## src/sv/stbs_pkg.sv

```systemverilog
// ----------------------------------------------------------------------------
// stbs_pkg
// Shared types and constants for the sorted table binary search block.
// ----------------------------------------------------------------------------
package stbs_pkg;

  localparam int IDX_W             = 10;
  localparam int DATA_W            = 32;
  localparam int TABLE_DEPTH_DEF   = 1024;

  localparam logic OP_LOAD   = 1'b0;
  localparam logic OP_SEARCH = 1'b1;

  typedef struct packed {
    logic                     op;
    logic [IDX_W-1:0]         first_index;
    logic [IDX_W-1:0]         last_index;
    logic signed [DATA_W-1:0] value;
  } in_item_t;

  typedef struct packed {
    logic             found;
    logic [IDX_W-1:0] position;
  } out_item_t;

  typedef enum logic [1:0] {
    ST_IDLE,
    ST_CHECK,
    ST_CMP,
    ST_FIN
  } state_t;

  // Controller to datapath
  typedef struct packed {
    logic capture;   // take a search item into the range registers
    logic load_wr;   // write one table entry
    logic probe;     // issue midpoint read
    logic advance;   // apply compare result
    logic publish;   // move result into output register
  } cmd_t;

  // Datapath to controller
  typedef struct packed {
    logic range_ok;
    logic hit;
    logic lower;     // probed entry below key
    logic mid_zero;
    logic out_free;
  } status_t;

endpackage

```

## src/sv/stbs_ctrl.sv

```systemverilog
// ----------------------------------------------------------------------------
// stbs_ctrl
// Sequencer for loads and searches: probe, compare, finish.
// ----------------------------------------------------------------------------
module stbs_ctrl
  import stbs_pkg::*;
(
  input  logic    clk,
  input  logic    rst_n,
  input  logic    in_valid,
  input  logic    in_op,
  output logic    in_stall,
  input  status_t status,
  output cmd_t    cmd
);

  state_t state_r, state_nxt;

  always_ff @(posedge clk) begin
    if (!rst_n) begin
      state_r <= ST_IDLE;
    end else begin
      state_r <= state_nxt;
    end
  end

  always_comb begin
    state_nxt = state_r;
    case (state_r)
      ST_IDLE: begin
        if (in_valid && in_op == OP_SEARCH) begin
          state_nxt = ST_CHECK;
        end
      end
      ST_CHECK: begin
        state_nxt = status.range_ok ? ST_CMP : ST_FIN;
      end
      ST_CMP: begin
        if (status.hit) begin
          state_nxt = ST_FIN;
        end else if (status.lower) begin
          state_nxt = ST_CHECK;
        end else begin
          state_nxt = status.mid_zero ? ST_FIN : ST_CHECK;
        end
      end
      ST_FIN: begin
        if (status.out_free) begin
          state_nxt = ST_IDLE;
        end
      end
      default: state_nxt = ST_IDLE;
    endcase
  end

  always_comb begin
    cmd      = '0;
    in_stall = 1'b1;
    case (state_r)
      ST_IDLE: begin
        in_stall    = 1'b0;
        cmd.capture = in_valid && in_op == OP_SEARCH;
        cmd.load_wr = in_valid && in_op == OP_LOAD;
      end
      ST_CHECK: cmd.probe   = status.range_ok;
      ST_CMP:   cmd.advance = 1'b1;
      ST_FIN:   cmd.publish = status.out_free;
      default:  cmd         = '0;
    endcase
  end

endmodule

```

## config.mk

```make
export PLATFORM = sky130hd
export DESIGN_NAME = stbs_ctrl
export DESIGN_NICKNAME = d
export VERILOG_FILES = /design/src/sv/stbs_pkg.sv /design/src/sv/stbs_ctrl.sv
export SDC_FILE = /design/constraint.sdc
export NUM_CORES = 1
export LEC_CHECK = 0
export BUFFER_PORTS_ARGS = -buffer_cell sky130_fd_sc_hd__buf_2
export CORE_AREA = 2 2 39 41
export CTS_BUF_LIST = sky130_fd_sc_hd__clkbuf_16
export DETAILED_ROUTE_END_ITERATION = 8
export DIE_AREA = 0 0 41 43
export SKIP_LAST_GASP = 1
export SLEW_MARGIN = 5
export SYNTH_ARGS = -nofsm -noshare
export SYNTH_HDL_FRONTEND = slang
export SYNTH_SLANG_ARGS = --single-unit
```

## constraint.sdc

```tcl
create_clock -name clk -period 0.9 [get_ports clk]
set_input_delay 0.045 -clock clk [delete_from_list [all_inputs] [get_ports clk]]
set_output_delay 0.045 -clock clk [all_outputs]
set_load 0.02 [all_outputs]
```

==> metrics.yaml, run 1 <==
dp_hpwl_microns: 354
clock_sinks: 2
clk_latency_ns: 0.22
drt_iter0_markers: 1
core_area_sq_um: 1384
ys_types: 12
vias_per_cell: 3.741
htree_levels: 1
fin_ws_ns: -0.1137
grt.met3_usage_pct: 6.806
avgSynthCellArea_sq_um: 8.341
arrival_ns: 0.97
cpPeakStageDelay_ns: 0.33
finalNonFillerCells: 54
syn_area_sq_um: 150.1
gp_congestion: 0.6338
drive_gt1_share_pct: 76.32
violations: "setup timing"
largest_register: "state_r"
vias: 202
fp.dieH_microns: 43
use_met2_pct: 8.438
slew_headroom_pct: 85.24
hp-class: "in -> reg"
p_per_area_nw_per_um2: 2481
cp.required_ns: 0.85
grt_pass1_wl_microns: 717
crit_path_end_kind: "primary output"
top_usage_layer: "met2"
die_w_microns: 41
hold_violations: 0
cts_tree: "yes"
ant_nets: 0
yosys_warnings: 0
cts_buffer_depth: 2
worst_slew_pin_slew_ns: 0.2214
outcome: "finished with violations"
path_cells: "nor2_4 > and3_1 > buf_6"
grt_pass1_vias: 194
wirelength_microns: 488
areaGrowthSynthToFinish_pct: 163.3
first_pass_iters: 2
path_class: "reg -> out"
worstPathMaxFanout: 4
setup_viol: 7
synth_cells: 18
place_inst: 49
yosysSeqAreaShare_pct: 26.67
grt.overflow.total: 0
fin_crit_sh_pct: 112.6
reg.largest.list: "state_r x2"
wire_per_inst_microns: 9.037
port_buffers: 14
pin_count: 15
grt_antenna_before_repair: 0
min_period_ns: 1.014
cts_inserted_buffers: 3
clock.fmax_ghz: 0.9865
use_met1_pct: 6.070
diodes: 0
synth-seq-cells: 2
slowest_stage: "dfxtp_2"
leakagePower_nw: 0.1899
cts.hold.buffers_added: 0
clk_pin_slew_ns: 0.03
row_count: 14
post-route-util_pct: 28.57
rsz0062_at_grt: "true"
max-cap-violations: 0
largest_reg_flops: 2
start_util_pct: 10.85
ir_drop_uv: 869.4
grt_max_degree: 6
post-route-drc-count: 0
cts-root-buf: "clkbuf_16"
final.setup_skew_ns: 0.001499
startpoint_type: "flop"
drv_slew: 0
synth_nets: 27
dieArea_sq_um: 1763
nets: 49
grtUsageTotal_pct: 7.114
## area by class of cell
cell class	instances	area [sq um]
clock buffers	3	75.07
inverters	2	7.507
repair buffers	17	126.4
flip-flops and latches	2	45.04
well taps	16	20.02
fillers	152	988.4
multi-input cells	14	121.4
## routing by layer
layer | wire length [microns] | up-vias
li1 | - | 100
met1 | 185 | 86
met2 | 210 | 12
met3 | 66 | 4
met4 | 25 | 0
met5 | 0 | -
## metrics by stage
step / area [sq um] / TNS, ns / power (W) / hold slack (ns) / setup WS, ns
global route: 395.4 / -0.8593 / 0.001023 / 0.1357 / -0.1794
detailed placement: 252.7 / -0.02832 / 0.0002576 / 0.3366 / -0.02194
global placement: 252.7 / -0.01137 / 0.0002556 / 0.3360 / -0.01137
floorplan: 155.1 / -0.02985 / 0.0002019 / 0.1376 / -0.02278
finish: 395.4 / -0.5891 / 0.0009811 / 0.1060 / -0.1137
CTS: 355.3 / -0.5626 / 0.0009572 / 0.1136 / -0.1326
## path summary, 6_finish.rpt
kind | startpoint | end | slack (ns) | depth (start not counted)
setup reg to reg | state_r[1] | state_r[0] | -0.08 | 3
hold / removal | rst_n | state_r[1] | 0.11 | 3
hold reg to reg | state_r[1] | state_r[1] | 0.56 | 3
setup / recovery | state_r[0] | cmd[4] | -0.11 | 3
## timing repair
| action | in CTS | in global routing |
|---|---|---|
| gates resized for setup | 8 | 9 |
| endpoints found under the setup margin | 7 | 8 |
| setup buffers | 1 | 1 |
| cloned | 0 | 0 |
| pin swaps | 1 | 2 |
## Yosys cell counts
library cell	number	area, sq um
dfxtp_1	2	40.04
a2111oi_4	1	27.53
nor2b_1	1	6.260
and3_4	1	11.26
and3_1	1	6.260
nor2_1	2	7.510
a21oi_1	1	5.000
nand2_1	4	15.01
nor2b_2	1	8.760
and3b_2	1	10.01
inv_1	2	7.510
o21ai_1	1	5.000
## kinds of logic after synthesis
group,synth area share [%]
and+or+nand+nor,43.34
AOI/OAI and AO/OA,25.00
buffers and inverters,5.002
DFF,26.67
## critical path, delay by kind of cell, from the launching register on
kind / cells / cell delay, ns
DFF: 1 / 0.33
buffers and inverters: 1 / 0.11
and+or+nand+nor: 2 / 0.31
## power by group
| group | total, W | leakage (nW) | switching, W | internal [W] |
|---|---|---|---|---|
| Clock | 0.000665 | 0.0370 | 0.0000999 | 0.000565 |
| Combinational | 0.000200 | 0.135 | 0.0000913 | 0.000109 |
| Sequential | 0.000116 | 0.0175 | 0.0000147 | 0.000101 |
## placed cells by master, fill, tap and decap left out, types with 2 or more instances in the layout
master	instances
nand2_1	4
buf_4	4
inv_1	2
buf_6	5
buf_2	8
clkbuf_16	3
No activity file was read; power rests on OpenSTA's default activity.
==> inputs of run 2 (changes only) <==
--- a/config.mk
+++ b/config.mk
@@ -6,5 +6,5 @@
 export NUM_CORES = 1
 export LEC_CHECK = 0
-export BUFFER_PORTS_ARGS = -buffer_cell sky130_fd_sc_hd__buf_2
+export BUFFER_PORTS_ARGS = -buffer_cell sky130_fd_sc_hd__buf_4
 export CORE_AREA = 2 2 39 41
 export CTS_BUF_LIST = sky130_fd_sc_hd__clkbuf_16
==> constraint.sdc (replaced) <==
create_clock -name clk -period 0.9 [get_ports clk]
set_input_delay 0.045 -clock clk [delete_from_list [all_inputs] [get_ports clk]]
set_output_delay 0.045 -clock clk [all_outputs]
set_load 0.1 [all_outputs]
==> metrics.yaml, run 2 (same netlist as run 1, synthesis figures left out) <==
outcome: "finished with violations"
violations: "setup timing"
core_area_sq_um: 1384
row_count: 14
cpPeakStageDelay_ns: 0.33
p_per_area_nw_per_um2: 2450
first_pass_iters: 1
grtUsageTotal_pct: 6.112
ant_nets: 0
crit_family: "flip-flops"
leakagePower_nw: 0.2166
grt.overflow.total: 0
multi_input_area_sq_um: 130.1
p_int_w: 0.0008431
final_common_cell: "buf_4"
cts_inserted_buffers: 3
worstHoldStart: "status[3]"
die_w_microns: 41
fp.dieH_microns: 43
path_cells: "nor2_4 > and3_4 > buf_12"
largest_register: "state_r"
power.total_w: 0.001195
clk_pin_slew_ns: 0.03
cts-root-buf: "clkbuf_16"
start_util_pct: 10.85
htree_levels: 1
wirelength_microns: 445
clock.fmax_ghz: 0.9154
startpoint_type: "flop"
hp-class: "in -> reg"
worst_r2r_startpoint: "state_r[1]"
grt_pass1_wl_microns: 690
slowest_stage: "dfxtp_2"
drive_gt1_share_pct: 79.49
startpoint: "state_r[1]"
grt_max_degree: 5
diodes: 0
path_buf_inv: 1
drt_iter0_markers: 0
setup_viol: 7
largest_reg_flops: 2
max-cap-violations: 0
power_frac_comb_pct: 35.6
grt_pass1_vias: 181
pin_count: 15
seqPwrFrac_pct: 9.7
seq_area_sq_um: 45.04
port_buffers: 14
ir_drop_uv: 1320
cts_buffer_depth: 2
gp_congestion: 0.6272
switching_share_pct: 29.47
cp.required_ns: 0.85
fin_crit_sh_pct: 121.4
fin_ws_ns: -0.1924
nFillCells: 141
arrival_ns: 1.05
rr_worst_depth: 3
drv_slew: 0
crit_cells: 3
clkPwrFrac_pct: 54.6
slew_headroom_pct: 84.84
areaGrowthSynthToFinish_pct: 225.0
cts_tree: "yes"
reg.largest.list: "state_r x2"
min_period_ns: 1.092
worst_slew_pin_slew_ns: 0.2274
crit_path_end_kind: "primary output"
vias: 198
layout_common_cells: "buf_4, buf_12, nand2_1, clkbuf_16"
clk_latency_ns: 0.22
final.setup_skew_ns: 0.0009183
cts.hold.buffers_added: 0
rsz0062_at_grt: "true"
fin_area_sq_um: 488.0
worstPathMaxFanout: 4
grt_antenna_before_repair: 0
dieArea_sq_um: 1763
clock_sinks: 2
dp_hpwl_microns: 332
wire_per_inst_microns: 8.091
p_switching_w: 0.0003522
path_class: "reg -> out"
hold_path_depth: 3
hold_violations: 0
vias_per_cell: 3.600
nets: 50
post-route-drc-count: 0
placed_area_sq_um: 315.3
==> run 2: routing by layer <==
layer	vias up	global-route usage (%)	part of all wire, %
met4	0	2.000	0
met1	81	6.070	36
met5	-	0	0
met2	13	9.063	50
li1	104	-	-
met3	0	5.236	14
==> run 2: stage by stage <==
stage / hold slack (ns) / utilization (%) / cells / setup slack (ns) / setup TNS, ns
global route: 0.1166 / 35.26 / 55 / -0.2504 / -1.457
finish: 0.09732 / 35.26 / 55 / -0.1924 / -1.115
detailed placement: 0.3198 / 22.78 / 51 / -0.1021 / -0.3667
floorplan: 0.1860 / - / 18 / -0.3135 / -1.498
global placement: 0.3289 / 22.78 / 51 / -0.08970 / -0.3047
CTS: 0.09840 / 35.26 / 55 / -0.1899 / -1.137
==> run 2: worst paths after layout <==
kind / end / slack (ns)
worst min register to register: state_r[1] / 0.64
worst max register to register: state_r[0] / -0.12
worst max-delay path: cmd[4] / -0.19
worst min-delay path: state_r[1] / 0.1
==> run 2: repair_timing <==
item	in CTS	in global routing
endpoints found under the hold margin	0	0
pin swaps	5	1
gates resized for setup	23	0
setup endpoints to repair	7	8
setup buffers	1	0
==> run 2: area by class of cell <==
type | instances | share of cell area, %
sequential | 2 | 9.231
multi-input combinational | 14 | 26.67
clock buffer | 3 | 15.38
timing repair buffer | 18 | 43.08
inverter | 2 | 1.538
tap | 16 | 4.103
==> run 2: tightest hold or removal path: cells and delay by family <==
family,cells,cell delay (ns)
AO/OA/AOI/OAI,2,0.15
buffers and inverters,1,0.07
==> run 2: power groups by stage <==
| stage | sequential (W) | combinational (W) | clock (W) |
|---|---|---|---|
| global route | 0.000118 | 0.000445 | 0.000681 |
| finish | 0.000116 | 0.000426 | 0.000653 |
| CTS | 0.000116 | 0.000427 | 0.000667 |
| floorplan | 0.000114 | 0.000242 | 0 |
| global placement | 0.000112 | 0.000340 | 0 |
| detailed placement | 0.000112 | 0.000343 | 0 |
